==> src/rtl/lsft_pkg.sv <==
// ----------------------------------------------------------------------------
// lsft_pkg
// Shared types and constants of the line sensor frame tracker.
// ----------------------------------------------------------------------------
package lsft_pkg;

  // fixed field widths
  localparam int CHAN_W     = 4;
  localparam int FUNC_W     = 2;
  localparam int FRAC_W     = 8;
  localparam int CNT_W      = 5;
  localparam int SUM_W      = 35;
  localparam int DIST_W     = 32;
  localparam int LOSS_W     = 31;
  localparam int STATE_W    = 3;
  localparam int CFG_IDX_W  = 2;
  localparam int CFG_DATA_W = 32;

  // queue between front and back, power of two
  localparam int QUEUE_DEPTH = 4;

  // item kinds
  typedef enum logic [FUNC_W-1:0] {
    FUNC_SAMPLE    = 2'd0,
    FUNC_CAL       = 2'd1,
    FUNC_TRK_RESET = 2'd2
  } func_e;

  // configuration register indexes
  typedef enum logic [CFG_IDX_W-1:0] {
    CFG_DETECT_FRACTION = 2'd0,
    CFG_CROSS_COUNT     = 2'd1,
    CFG_LOSS_DISTANCE   = 2'd2
  } cfg_idx_e;

  // reported line state codes
  localparam logic [STATE_W-1:0] LS_NORMAL         = 3'd0;
  localparam logic [STATE_W-1:0] LS_NONE_DETECTING = 3'd1;
  localparam logic [STATE_W-1:0] LS_NONE           = 3'd2;
  localparam logic [STATE_W-1:0] LS_CROSS_PASSING  = 3'd3;
  localparam logic [STATE_W-1:0] LS_CROSS_PASSED   = 3'd4;

  // per-item control handed from front to back
  typedef struct packed {
    logic trk_reset;  // tracker reset item, no sample
    logic detect;     // sample above detect threshold
    logic last;       // last channel of the frame
    logic wneg;       // left side, weight is negative
  } ctl_t;

endpackage

==> src/rtl/lsft_front.sv <==
// ----------------------------------------------------------------------------
// lsft_front
// Accepts items, keeps the calibration tables, clamps and classifies samples
// and hands sample and tracker reset items to the queue.
// ----------------------------------------------------------------------------
module lsft_front #(
  parameter int NUM_SENSORS = 16,
  parameter int ADC_BITS    = 12,
  parameter int GAIN_BITS   = 16
) (
  input  logic                                  clk_i,
  input  logic                                  rst_ni,
  input  logic                                  in_valid_i,
  output logic                                  in_stall_o,
  input  logic [lsft_pkg::FUNC_W-1:0]           func_i,
  input  logic [lsft_pkg::CHAN_W-1:0]           channel_i,
  input  logic [ADC_BITS-1:0]                   raw_sample_i,
  input  logic signed [lsft_pkg::DIST_W-1:0]    travelled_i,
  input  logic [ADC_BITS-1:0]                   cal_min_i,
  input  logic [ADC_BITS-1:0]                   cal_max_i,
  input  logic [GAIN_BITS-1:0]                  cal_gain_i,
  input  logic [lsft_pkg::FRAC_W-1:0]           detect_fraction_i,
  input  logic                                  fifo_full_i,
  output logic                                  push_o,
  output lsft_pkg::ctl_t                        ctl_o,
  output logic [ADC_BITS-1:0]                   diff_o,
  output logic [GAIN_BITS-1:0]                  gain_o,
  output logic [$clog2(NUM_SENSORS/2+1)-1:0]    wmag_o,
  output logic signed [lsft_pkg::DIST_W-1:0]    travelled_o
);
  import lsft_pkg::*;

  localparam int IDX_W  = $clog2(NUM_SENSORS);
  localparam int WIDE_W = CHAN_W + IDX_W;
  localparam int HALF   = NUM_SENSORS / 2;
  localparam int WMAG_W = $clog2(HALF + 1);
  localparam int THR_W  = ADC_BITS + FRAC_W;

  logic [ADC_BITS-1:0]  min_mem_q  [NUM_SENSORS];
  logic [ADC_BITS-1:0]  max_mem_q  [NUM_SENSORS];
  logic [GAIN_BITS-1:0] gain_mem_q [NUM_SENSORS];

  logic                 valid_q, valid_d;
  ctl_t                 ctl_q;
  logic [ADC_BITS-1:0]  diff_q;
  logic [GAIN_BITS-1:0] gain_q;
  logic [WMAG_W-1:0]    wmag_q;
  logic signed [DIST_W-1:0] trav_q;

  logic                 accept;
  logic [WIDE_W-1:0]    ch_wide;
  logic [IDX_W-1:0]     idx;
  logic                 ch_ok;
  logic                 is_sample, is_cal, is_reset, queued;
  logic [ADC_BITS-1:0]  lo, hi, v_hi, v;
  logic [THR_W-1:0]     thr;
  logic                 detect;
  logic [WMAG_W-1:0]    wmag;
  logic                 wneg;
  ctl_t                 ctl_n;

  // handshake
  assign push_o     = valid_q && !fifo_full_i;
  assign in_stall_o = valid_q && fifo_full_i;
  assign accept     = in_valid_i && !in_stall_o;

  // decode
  assign ch_wide   = WIDE_W'(channel_i);
  assign idx       = ch_wide[IDX_W-1:0];
  assign ch_ok     = ch_wide < WIDE_W'(NUM_SENSORS);
  assign is_sample = func_e'(func_i) == FUNC_SAMPLE;
  assign is_cal    = func_e'(func_i) == FUNC_CAL;
  assign is_reset  = func_e'(func_i) == FUNC_TRK_RESET;
  assign queued    = ch_ok && (is_sample || is_reset);

  // calibration tables
  always_ff @(posedge clk_i) begin
    if (accept && ch_ok && is_cal) begin
      min_mem_q[idx]  <= cal_min_i;
      max_mem_q[idx]  <= cal_max_i;
      gain_mem_q[idx] <= cal_gain_i;
    end
  end

  // clamp to max first, then raise to min
  always_comb begin
    lo   = min_mem_q[idx];
    hi   = max_mem_q[idx];
    v_hi = (raw_sample_i > hi) ? hi : raw_sample_i;
    v    = (v_hi < lo) ? lo : v_hi;
    thr  = THR_W'(hi) * THR_W'(detect_fraction_i);
    detect = {v, {FRAC_W{1'b0}}} > thr;
  end

  // position weight: right side positive, left side negative
  always_comb begin
    wmag = '0;
    wneg = 1'b0;
    if (ch_wide < WIDE_W'(HALF)) begin
      wmag = WMAG_W'(ch_wide + WIDE_W'(1));
    end else if (ch_wide < WIDE_W'(2 * HALF)) begin
      wmag = WMAG_W'(ch_wide - WIDE_W'(HALF) + WIDE_W'(1));
      wneg = 1'b1;
    end
  end

  always_comb begin
    ctl_n.trk_reset = is_reset;
    ctl_n.detect    = detect;
    ctl_n.last      = ch_wide == WIDE_W'(NUM_SENSORS - 1);
    ctl_n.wneg      = wneg;
  end

  // front register
  always_comb begin
    valid_d = valid_q;
    if (accept) begin
      valid_d = queued;
    end else if (push_o) begin
      valid_d = 1'b0;
    end
  end

  always_ff @(posedge clk_i or negedge rst_ni) begin
    if (!rst_ni) begin
      valid_q <= 1'b0;
    end else begin
      valid_q <= valid_d;
    end
  end

  always_ff @(posedge clk_i) begin
    if (accept) begin
      ctl_q  <= ctl_n;
      diff_q <= v - lo;
      gain_q <= gain_mem_q[idx];
      wmag_q <= wmag;
      trav_q <= travelled_i;
    end
  end

  assign ctl_o       = ctl_q;
  assign diff_o      = diff_q;
  assign gain_o      = gain_q;
  assign wmag_o      = wmag_q;
  assign travelled_o = trav_q;

endmodule

==> src/rtl/lsft_fifo.sv <==
// ----------------------------------------------------------------------------
// lsft_fifo
// Short item queue between the front and the back.
// ----------------------------------------------------------------------------
module lsft_fifo #(
  parameter int WIDTH = 8
) (
  input  logic             clk_i,
  input  logic             rst_ni,
  input  logic             push_i,
  input  logic [WIDTH-1:0] data_i,
  output logic             full_o,
  input  logic             pop_i,
  output logic             empty_o,
  output logic [WIDTH-1:0] data_o
);
  import lsft_pkg::*;

  localparam int PTR_W = $clog2(QUEUE_DEPTH);
  localparam int CNT_W = $clog2(QUEUE_DEPTH + 1);

  logic [WIDTH-1:0] mem_q [QUEUE_DEPTH];
  logic [PTR_W-1:0] wr_q, rd_q;
  logic [CNT_W-1:0] count_q;
  logic             do_push, do_pop;

  assign full_o  = count_q == CNT_W'(QUEUE_DEPTH);
  assign empty_o = count_q == '0;
  assign do_push = push_i && !full_o;
  assign do_pop  = pop_i && !empty_o;
  assign data_o  = mem_q[rd_q];

  // storage
  always_ff @(posedge clk_i) begin
    if (do_push) begin
      mem_q[wr_q] <= data_i;
    end
  end

  // pointers and fill level
  always_ff @(posedge clk_i or negedge rst_ni) begin
    if (!rst_ni) begin
      wr_q    <= '0;
      rd_q    <= '0;
      count_q <= '0;
    end else begin
      if (do_push) begin
        wr_q <= wr_q + PTR_W'(1);
      end
      if (do_pop) begin
        rd_q <= rd_q + PTR_W'(1);
      end
      if (do_push && !do_pop) begin
        count_q <= count_q + CNT_W'(1);
      end else if (do_pop && !do_push) begin
        count_q <= count_q - CNT_W'(1);
      end
    end
  end

endmodule

==> src/rtl/lsft_back.sv <==
// ----------------------------------------------------------------------------
// lsft_back
// Scales and weights samples, accumulates the frame and runs the line
// tracker at the last channel; holds the result register.
// ----------------------------------------------------------------------------
module lsft_back #(
  parameter int NUM_SENSORS = 16,
  parameter int ADC_BITS    = 12,
  parameter int GAIN_BITS   = 16
) (
  input  logic                                  clk_i,
  input  logic                                  rst_ni,
  output logic                                  pop_o,
  input  logic                                  empty_i,
  input  lsft_pkg::ctl_t                        ctl_i,
  input  logic [ADC_BITS-1:0]                   diff_i,
  input  logic [GAIN_BITS-1:0]                  gain_i,
  input  logic [$clog2(NUM_SENSORS/2+1)-1:0]    wmag_i,
  input  logic signed [lsft_pkg::DIST_W-1:0]    travelled_i,
  input  logic [lsft_pkg::CNT_W-1:0]            cross_count_i,
  input  logic [lsft_pkg::LOSS_W-1:0]           loss_distance_i,
  input  logic                                  out_stall_i,
  output logic                                  out_valid_o,
  output logic [lsft_pkg::STATE_W-1:0]          line_state_o,
  output logic [lsft_pkg::CNT_W-1:0]            detect_total_o,
  output logic signed [lsft_pkg::SUM_W-1:0]     error_sum_o,
  output logic                                  error_valid_o
);
  import lsft_pkg::*;

  localparam int WMAG_W  = $clog2(NUM_SENSORS/2 + 1);
  localparam int PROD1_W = GAIN_BITS + ADC_BITS;
  localparam int PROD_W  = PROD1_W + WMAG_W;
  localparam int ACC_W   = ((PROD_W > SUM_W) ? PROD_W : SUM_W) + 2;
  localparam int DD_W    = DIST_W + 2;
  localparam logic signed [ACC_W-1:0] SAT_HI = ACC_W'({1'b0, {(SUM_W-1){1'b1}}});
  localparam logic signed [ACC_W-1:0] SAT_LO = -SAT_HI - ACC_W'(1);

  typedef enum logic [4:0] {
    TRK_NORMAL         = 5'b00001,
    TRK_NONE_DETECTING = 5'b00010,
    TRK_NONE           = 5'b00100,
    TRK_CROSS_PASSING  = 5'b01000,
    TRK_CROSS_PASSED   = 5'b10000
  } trk_state_e;

  logic adv;

  // stage 1: gain product
  logic                     s1_valid_q;
  ctl_t                     s1_ctl_q;
  logic [PROD1_W-1:0]       s1_scaled_q;
  logic [WMAG_W-1:0]        s1_wmag_q;
  logic signed [DIST_W-1:0] s1_trav_q;

  // stage 2: weight product
  logic                     s2_valid_q;
  ctl_t                     s2_ctl_q;
  logic [PROD_W-1:0]        s2_prod_q;
  logic signed [DIST_W-1:0] s2_trav_q;

  // frame and tracker state
  logic [CNT_W-1:0]         count_q, cnt_n;
  logic signed [SUM_W-1:0]  sum_q, sum_n;
  trk_state_e               state_q, state_n;
  logic signed [DIST_W-1:0] loss_start_q, ls_n;
  logic                     err_valid_n;
  logic [STATE_W-1:0]       ls_code;

  logic signed [ACC_W-1:0]  acc, addend;
  logic signed [DD_W-1:0]   dd;
  logic [DD_W-1:0]          dd_abs;
  logic                     far;

  // result register
  logic                     out_valid_q, out_valid_d;
  logic                     emit;
  logic [STATE_W-1:0]       line_state_q;
  logic [CNT_W-1:0]         detect_total_q;
  logic signed [SUM_W-1:0]  error_sum_q;
  logic                     error_valid_q;

  // the whole back pipeline moves when the result slot is free or taken
  assign adv   = !out_valid_q || !out_stall_i;
  assign pop_o = adv && !empty_i;

  always_ff @(posedge clk_i or negedge rst_ni) begin
    if (!rst_ni) begin
      s1_valid_q <= 1'b0;
      s2_valid_q <= 1'b0;
    end else if (adv) begin
      s1_valid_q <= pop_o;
      s2_valid_q <= s1_valid_q;
    end
  end

  always_ff @(posedge clk_i) begin
    if (adv) begin
      s1_ctl_q    <= ctl_i;
      s1_scaled_q <= {{ADC_BITS{1'b0}}, gain_i} * {{GAIN_BITS{1'b0}}, diff_i};
      s1_wmag_q   <= wmag_i;
      s1_trav_q   <= travelled_i;
      s2_ctl_q    <= s1_ctl_q;
      s2_prod_q   <= {{WMAG_W{1'b0}}, s1_scaled_q} * {{PROD1_W{1'b0}}, s1_wmag_q};
      s2_trav_q   <= s1_trav_q;
    end
  end

  // saturating count and sum
  always_comb begin
    cnt_n  = (s2_ctl_q.detect && count_q != '1) ? count_q + CNT_W'(1) : count_q;
    addend = signed'(ACC_W'(s2_prod_q));
    acc    = s2_ctl_q.wneg ? ACC_W'(sum_q) - addend : ACC_W'(sum_q) + addend;
    if (acc > SAT_HI) begin
      sum_n = SAT_HI[SUM_W-1:0];
    end else if (acc < SAT_LO) begin
      sum_n = SAT_LO[SUM_W-1:0];
    end else begin
      sum_n = acc[SUM_W-1:0];
    end
  end

  // distance since the line was lost
  always_comb begin
    dd     = DD_W'(s2_trav_q) - DD_W'(loss_start_q);
    dd_abs = (dd < 0) ? DD_W'(-dd) : DD_W'(dd);
    far    = dd_abs >= DD_W'(loss_distance_i);
  end

  // tracker update at the end of a frame
  always_comb begin
    state_n     = state_q;
    ls_n        = loss_start_q;
    err_valid_n = 1'b0;
    if (cnt_n == '0) begin
      if (state_q == TRK_NONE_DETECTING) begin
        if (far) begin
          state_n = TRK_NONE;
        end
      end else if (state_q != TRK_NONE) begin
        state_n = TRK_NONE_DETECTING;
        ls_n    = s2_trav_q;
      end
    end else if (cnt_n >= cross_count_i) begin
      state_n = TRK_CROSS_PASSING;
    end else begin
      state_n     = (state_q == TRK_CROSS_PASSING) ? TRK_CROSS_PASSED : TRK_NORMAL;
      err_valid_n = 1'b1;
    end
  end

  always_comb begin
    unique case (state_n)
      TRK_NORMAL:         ls_code = LS_NORMAL;
      TRK_NONE_DETECTING: ls_code = LS_NONE_DETECTING;
      TRK_NONE:           ls_code = LS_NONE;
      TRK_CROSS_PASSING:  ls_code = LS_CROSS_PASSING;
      TRK_CROSS_PASSED:   ls_code = LS_CROSS_PASSED;
      default:            ls_code = LS_NORMAL;
    endcase
  end

  // frame accumulators and tracker state
  always_ff @(posedge clk_i or negedge rst_ni) begin
    if (!rst_ni) begin
      count_q      <= '0;
      sum_q        <= '0;
      state_q      <= TRK_NORMAL;
      loss_start_q <= '0;
    end else if (adv && s2_valid_q) begin
      if (s2_ctl_q.trk_reset) begin
        state_q <= TRK_NORMAL;
      end else if (s2_ctl_q.last) begin
        count_q      <= '0;
        sum_q        <= '0;
        state_q      <= state_n;
        loss_start_q <= ls_n;
      end else begin
        count_q <= cnt_n;
        sum_q   <= sum_n;
      end
    end
  end

  // result register
  assign emit = adv && s2_valid_q && !s2_ctl_q.trk_reset && s2_ctl_q.last;

  always_comb begin
    out_valid_d = out_valid_q;
    if (adv) begin
      out_valid_d = emit;
    end
  end

  always_ff @(posedge clk_i or negedge rst_ni) begin
    if (!rst_ni) begin
      out_valid_q <= 1'b0;
    end else begin
      out_valid_q <= out_valid_d;
    end
  end

  always_ff @(posedge clk_i) begin
    if (emit) begin
      line_state_q   <= ls_code;
      detect_total_q <= cnt_n;
      error_sum_q    <= sum_n;
      error_valid_q  <= err_valid_n;
    end
  end

  assign out_valid_o    = out_valid_q;
  assign line_state_o   = line_state_q;
  assign detect_total_o = detect_total_q;
  assign error_sum_o    = error_sum_q;
  assign error_valid_o  = error_valid_q;

endmodule

==> src/rtl/line_sensor_frame_tracker.sv <==
// ----------------------------------------------------------------------------
// line_sensor_frame_tracker
// Per-sample clamp, detect and weighted sum over a frame of line sensors,
// with a five-state line tracker updated at the last channel.
// ----------------------------------------------------------------------------
// Throughput: one item per cycle unless stalled; the back multiplies run in
//   gain and weight product stages. A last-channel item passes the front
//   register, queue, two multiply stages and result register, in order.
// A stalled result holds the back pipe; the 4-entry queue and front register
//   keep taking items until they fill.
// Reset: async, active low; clears tracker, frame sums and handshake state.
//   Calibration tables are not cleared and must be written before use.
module line_sensor_frame_tracker #(
  parameter int NUM_SENSORS = 16,
  parameter int ADC_BITS    = 12,
  parameter int GAIN_BITS   = 16
) (
  input  logic                                  clk_i,
  input  logic                                  rst_ni,
  // input items
  input  logic                                  in_valid_i,
  output logic                                  in_stall_o,
  input  logic [lsft_pkg::FUNC_W-1:0]           func_i,
  input  logic [lsft_pkg::CHAN_W-1:0]           channel_i,
  input  logic [ADC_BITS-1:0]                   raw_sample_i,
  input  logic signed [lsft_pkg::DIST_W-1:0]    travelled_i,
  input  logic [ADC_BITS-1:0]                   cal_min_i,
  input  logic [ADC_BITS-1:0]                   cal_max_i,
  input  logic [GAIN_BITS-1:0]                  cal_gain_i,
  // results
  output logic                                  out_valid_o,
  input  logic                                  out_stall_i,
  output logic [lsft_pkg::STATE_W-1:0]          line_state_o,
  output logic [lsft_pkg::CNT_W-1:0]            detect_total_o,
  output logic signed [lsft_pkg::SUM_W-1:0]     error_sum_o,
  output logic                                  error_valid_o,
  // configuration writes
  input  logic                                  cfg_valid_i,
  output logic                                  cfg_ready_o,
  input  logic [lsft_pkg::CFG_IDX_W-1:0]        cfg_index_i,
  input  logic [lsft_pkg::CFG_DATA_W-1:0]       cfg_data_i
);
  import lsft_pkg::*;

  localparam int WMAG_W = $clog2(NUM_SENSORS/2 + 1);
  localparam int CTL_W  = $bits(ctl_t);
  localparam int Q_W    = CTL_W + DIST_W + WMAG_W + GAIN_BITS + ADC_BITS;

  logic [FRAC_W-1:0] detect_fraction_q;
  logic [CNT_W-1:0]  cross_count_q;
  logic [LOSS_W-1:0] loss_distance_q;

  logic                     push, full, pop, empty;
  ctl_t                     fr_ctl, hd_ctl;
  logic [ADC_BITS-1:0]      fr_diff, hd_diff;
  logic [GAIN_BITS-1:0]     fr_gain, hd_gain;
  logic [WMAG_W-1:0]        fr_wmag, hd_wmag;
  logic signed [DIST_W-1:0] fr_trav, hd_trav;
  logic [Q_W-1:0]           q_wr, q_rd;

  // configuration registers
  assign cfg_ready_o = 1'b1;

  always_ff @(posedge clk_i or negedge rst_ni) begin
    if (!rst_ni) begin
      detect_fraction_q <= FRAC_W'(128);
      cross_count_q     <= CNT_W'(8);
      loss_distance_q   <= LOSS_W'(1000);
    end else if (cfg_valid_i && cfg_ready_o) begin
      unique case (cfg_idx_e'(cfg_index_i))
        CFG_DETECT_FRACTION: detect_fraction_q <= cfg_data_i[FRAC_W-1:0];
        CFG_CROSS_COUNT:     cross_count_q     <= cfg_data_i[CNT_W-1:0];
        CFG_LOSS_DISTANCE:   loss_distance_q   <= cfg_data_i[LOSS_W-1:0];
        default: ;
      endcase
    end
  end

  lsft_front #(
    .NUM_SENSORS (NUM_SENSORS),
    .ADC_BITS    (ADC_BITS),
    .GAIN_BITS   (GAIN_BITS)
  ) u_front (
    .clk_i             (clk_i),
    .rst_ni            (rst_ni),
    .in_valid_i        (in_valid_i),
    .in_stall_o        (in_stall_o),
    .func_i            (func_i),
    .channel_i         (channel_i),
    .raw_sample_i      (raw_sample_i),
    .travelled_i       (travelled_i),
    .cal_min_i         (cal_min_i),
    .cal_max_i         (cal_max_i),
    .cal_gain_i        (cal_gain_i),
    .detect_fraction_i (detect_fraction_q),
    .fifo_full_i       (full),
    .push_o            (push),
    .ctl_o             (fr_ctl),
    .diff_o            (fr_diff),
    .gain_o            (fr_gain),
    .wmag_o            (fr_wmag),
    .travelled_o       (fr_trav)
  );

  // queue entry packing
  assign q_wr = {fr_ctl, fr_trav, fr_wmag, fr_gain, fr_diff};
  assign {hd_ctl, hd_trav, hd_wmag, hd_gain, hd_diff} = q_rd;

  lsft_fifo #(
    .WIDTH (Q_W)
  ) u_fifo (
    .clk_i   (clk_i),
    .rst_ni  (rst_ni),
    .push_i  (push),
    .data_i  (q_wr),
    .full_o  (full),
    .pop_i   (pop),
    .empty_o (empty),
    .data_o  (q_rd)
  );

  lsft_back #(
    .NUM_SENSORS (NUM_SENSORS),
    .ADC_BITS    (ADC_BITS),
    .GAIN_BITS   (GAIN_BITS)
  ) u_back (
    .clk_i           (clk_i),
    .rst_ni          (rst_ni),
    .pop_o           (pop),
    .empty_i         (empty),
    .ctl_i           (hd_ctl),
    .diff_i          (hd_diff),
    .gain_i          (hd_gain),
    .wmag_i          (hd_wmag),
    .travelled_i     (hd_trav),
    .cross_count_i   (cross_count_q),
    .loss_distance_i (loss_distance_q),
    .out_stall_i     (out_stall_i),
    .out_valid_o     (out_valid_o),
    .line_state_o    (line_state_o),
    .detect_total_o  (detect_total_o),
    .error_sum_o     (error_sum_o),
    .error_valid_o   (error_valid_o)
  );

endmodule

==> config.mk <==
export PLATFORM = sky130hd
export DESIGN_NAME = line_sensor_frame_tracker
export DESIGN_NICKNAME = d
export VERILOG_FILES = /design/src/rtl/lsft_pkg.sv /design/src/rtl/lsft_front.sv /design/src/rtl/lsft_fifo.sv /design/src/rtl/lsft_back.sv /design/src/rtl/line_sensor_frame_tracker.sv
export SDC_FILE = /design/constraint.sdc
export NUM_CORES = 2
export LEC_CHECK = 0
export ABC_AREA = 0
export BUFFER_PORTS_ARGS = -buffer_cell sky130_fd_sc_hd__buf_2
export CORE_ASPECT_RATIO = 0.8
export CORE_MARGIN = 2
export CORE_UTILIZATION = 40
export DETAILED_ROUTE_END_ITERATION = 16
export MAX_ROUTING_LAYER = met4
export PLACE_DENSITY_LB_ADDON = 0.08
export SYNTH_ARGS = -nofsm -noshare
export SYNTH_HDL_FRONTEND = slang
export SYNTH_HIERARCHICAL = 1
export SYNTH_SLANG_ARGS = --single-unit
==> constraint.sdc <==
create_clock -name clk_i -period 16.3 [get_ports clk_i]
set_clock_uncertainty 0.2 [all_clocks]
set_input_delay 1.63 -clock clk_i [delete_from_list [all_inputs] [get_ports clk_i]]
set_output_delay 1.63 -clock clk_i [all_outputs]
set_load 0.05 [all_outputs]
==> results.md <==
- Status: complete, no violations
- Yosys warnings: 6
- Post-Syn Area per Cell: 14.81 um2
- DR vias: 36570
- Initial antenna violation count: 18
- Clock buffer depth: 3
- # IOs: 176
- I/O Buffers: 173
- Die ar.: 0.1704 mm2
- Hold buffer count at cts: 0
- Synth top area share: 52.12%
- Final period utilization: 62.62%
- Synth top cells by count: 1160 x edfxtp_1, 415 x inv_1, 370 x nand2_1, 304 x ha_1, 265 x mux4_2
- Synth-to-Final Area Change: 11.56%
- Skew-Pair Late Insertion Delay: 780 ps
- Worst EP required: 16580 ps
- Die height: 369.6 um
- Die Wd: 461.0 um
- Max incr delay on CP: 860 ps
- GR Overflow Total: 0
- Fmax: 97.98 MHz
- RSZ-0062 raised after global routing: false
- Count of final setup violators: 0
- Top_reg_cell synth: edfxtp_1
- Worst path arrival time: 10490 ps
- Distinct cells, synth: 106
- CTS tree: yes
- Iteration count of the initial detailed-routing pass: 5
- Routed wire length: 149.4 mm
- Setup TNS: 0 ps
- Number of synthesized flops with an enable pin: 1160
- Actual slew at the worst max-slew pin: 1053 ps
- Root Buffer Master: clkbuf_16
- Drt wl/cell: 21.14 um
- CTS resizes: 0
- Fin crit period: 10210 ps
- Count leader, synth: edfxtp_1
- TritonCTS buffer count: 136
- Post-CTS Setup Bufs: 0
- Fraction of layout cells with a size suffix above 1: 17.26%
- Final Max Slew Viols: 0
- Critical setup path kind: input pin to flip-flop
- Post-Syn Area: 0.06684 mm2
- Number of remaining DRC errors: 0
- Crit. End Element: flip-flop
- Initial Util: 40.19%
- Clock sink total: 1292
- Vias in the first global route: 37970
- Estimated wirelength of the detail-placed design: 97.10 mm
- Max Cap Viol: 0
- Startpoint types: input pin
- Net Count, Synth: 5201
- CTS H-Tree Depth: 4
- Rel. slew slack: 29.67%
- First-pass GRT wire length: 232.3 mm
- Routability Congestion: 0.8037
- Detail Route Antenna Nets: 0
- Worst Hold Class: flip-flop to flip-flop
- Worst Path Max Fanout: 78
- Vias per cell: 5.174
- Clock Pin Slew Worst Setup and Hold Paths: 60 ps
- Async set or reset register ratio after synthesis: 10.22%
- GR Util All Layers: 18.40%
- Area contributors post-synth: edfxtp_1 52%, mux4_2 8.9%, fa_1 7.7%, ha_1 5.7%, dfrtp_1 4.6%
- # fillers: 14870
- Most common cell on crit path: a21o_1
- Core Region: 0.1663 mm2
- CP max stage cell: and3_1
- Largest net degree at the start of global routing: 87
- FF+latch count, synth: 1292
- Register area share after synthesis: 57.07%
- DR iter-0 viols: 2362
- Layout Nets: 5394
- Row count: 134
- Mapped Cells: 4512
- Final hold vios: 0
- Area leader, netlist: edfxtp_1
[kinds of logic after synthesis]
logic type	Yosys count	synth area share (%)
flops	1292	57.07
simple gates	959	7.200
fa+ha+maj	590	13.81
buf+inv	586	3.701
compound gates	564	5.683
mux	328	9.991
xor+xnor	192	2.538
other cells	1	0.005610
[worst max-delay path, delay by kind of cell]
| family | cells | cell delay, ps |
|---|---|---|
| fa+ha+maj | 3 | 770 |
| buf+inv | 5 | 2270 |
| simple gates | 6 | 1650 |
| compound gates | 13 | 3050 |
| mux | 2 | 970 |
[registers in the layout, indices dropped and copies added, names as in the netlist, 28 cells and up]
name and count:
u_back/error_sum_o 35, u_front/max_mem_q 192, u_front/gain_mem_q 256, u_back/s2_trav_q 32, u_front/travelled_o 32, u_back/s1_scaled_q 28
u_back/s1_trav_q 32, u_back/s2_prod_q 32, u_back/sum_q 35, u_fifo/mem_q 272, u_front/min_mem_q 192, loss_distance_q 31
u_back/loss_start_q 32
[cells in the final DEF, fill, tap and decap left out, drive strengths merged, types with 11 or more instances in the layout]
master | netlist | final
a211oi | 11 | 11
a21o | 75 | 75
a21oi | 162 | 162
a221o | 33 | 33
a31oi | 19 | 19
and2 | 188 | 188
and3 | 21 | 21
buf | 67 | 219
clkbuf | 97 | 175
clkinv | 0 | 47
dfrtp | 123 | 123
diode | 0 | 13
edfxtp | 1160 | 1160
fa | 256 | 256
ha | 304 | 304
inv | 422 | 432
maj3 | 30 | 30
mux2 | 60 | 60
mux4 | 265 | 265
nand2 | 371 | 371
nand2b | 30 | 30
nand3 | 35 | 35
nand4 | 24 | 24
nor2 | 132 | 132
nor2b | 34 | 34
nor3 | 52 | 52
o21a | 17 | 17
o21ai | 126 | 126
o21bai | 11 | 11
o31ai | 11 | 11
xnor2 | 133 | 133
xor2 | 59 | 59
[metrics by stage]
step | worst slack [ps] | area [um2] | std cells | utilization [%] | hold slack [ps]
after floorplan | 7595 | 66840 | 4512 | - | 200.3
after global placement | 5204 | 70170 | 6811 | 42.19 | 201.2
after detailed placement | 5206 | 70170 | 6811 | 42.19 | 204.5
after CTS | 6044 | 74540 | 7054 | 44.82 | 180.5
after global routing | 5224 | 74570 | 7066 | 44.83 | 198.8
final | 6094 | 74570 | 7067 | 44.83 | 180.1
[metal layers]
metal / routed length [um] / up-vias / GRT usage [%] / share of wire, %
met5: 0 / - / - / 0
met4: 2564 / 0 / 4.023 / 1.7
met3: 6143 / 187 / 3.086 / 4.1
met2: 69740 / 615 / 28.67 / 47
met1: 70950 / 18760 / 25.40 / 47
li1: - / 17010 / - / -
[cell type report]
type	instances	area, um2	share of cell area [%]
Multi-Input combinational cell	2634	26390	35.39
Sequential cell	1292	38160	51.17
Tap cell	2244	2808	3.765
Timing Repair Buffer	219	1236	1.658
Clock buffer	175	3621	4.856
Inverter	422	1584	2.124
Antenna cell	13	32.53	0.04363
Clock inverter	68	743.2	0.9967
[path summary, 6_finish.rpt]
kind,slack (ps),cells past startpoint,start,to
min in group asynchronous,740,1,rst_ni,u_back/loss_start_q[30]
setup reg to reg,8520,21,u_fifo/rd_q[1],u_back/s1_scaled_q[27]
setup / recovery,6090,29,channel_i[0],u_front/ctl_o[2]
hold / removal,180,0,u_back/s1_trav_q[18],u_back/s2_trav_q[18]
max in group asynchronous,13850,2,rst_ni,u_fifo/rd_q[0]
hold reg to reg,180,0,u_back/s1_trav_q[18],u_back/s2_trav_q[18]
Power is not shown: default switching activity piles up to over one toggle a cycle in this logic, so the estimate is an artifact.
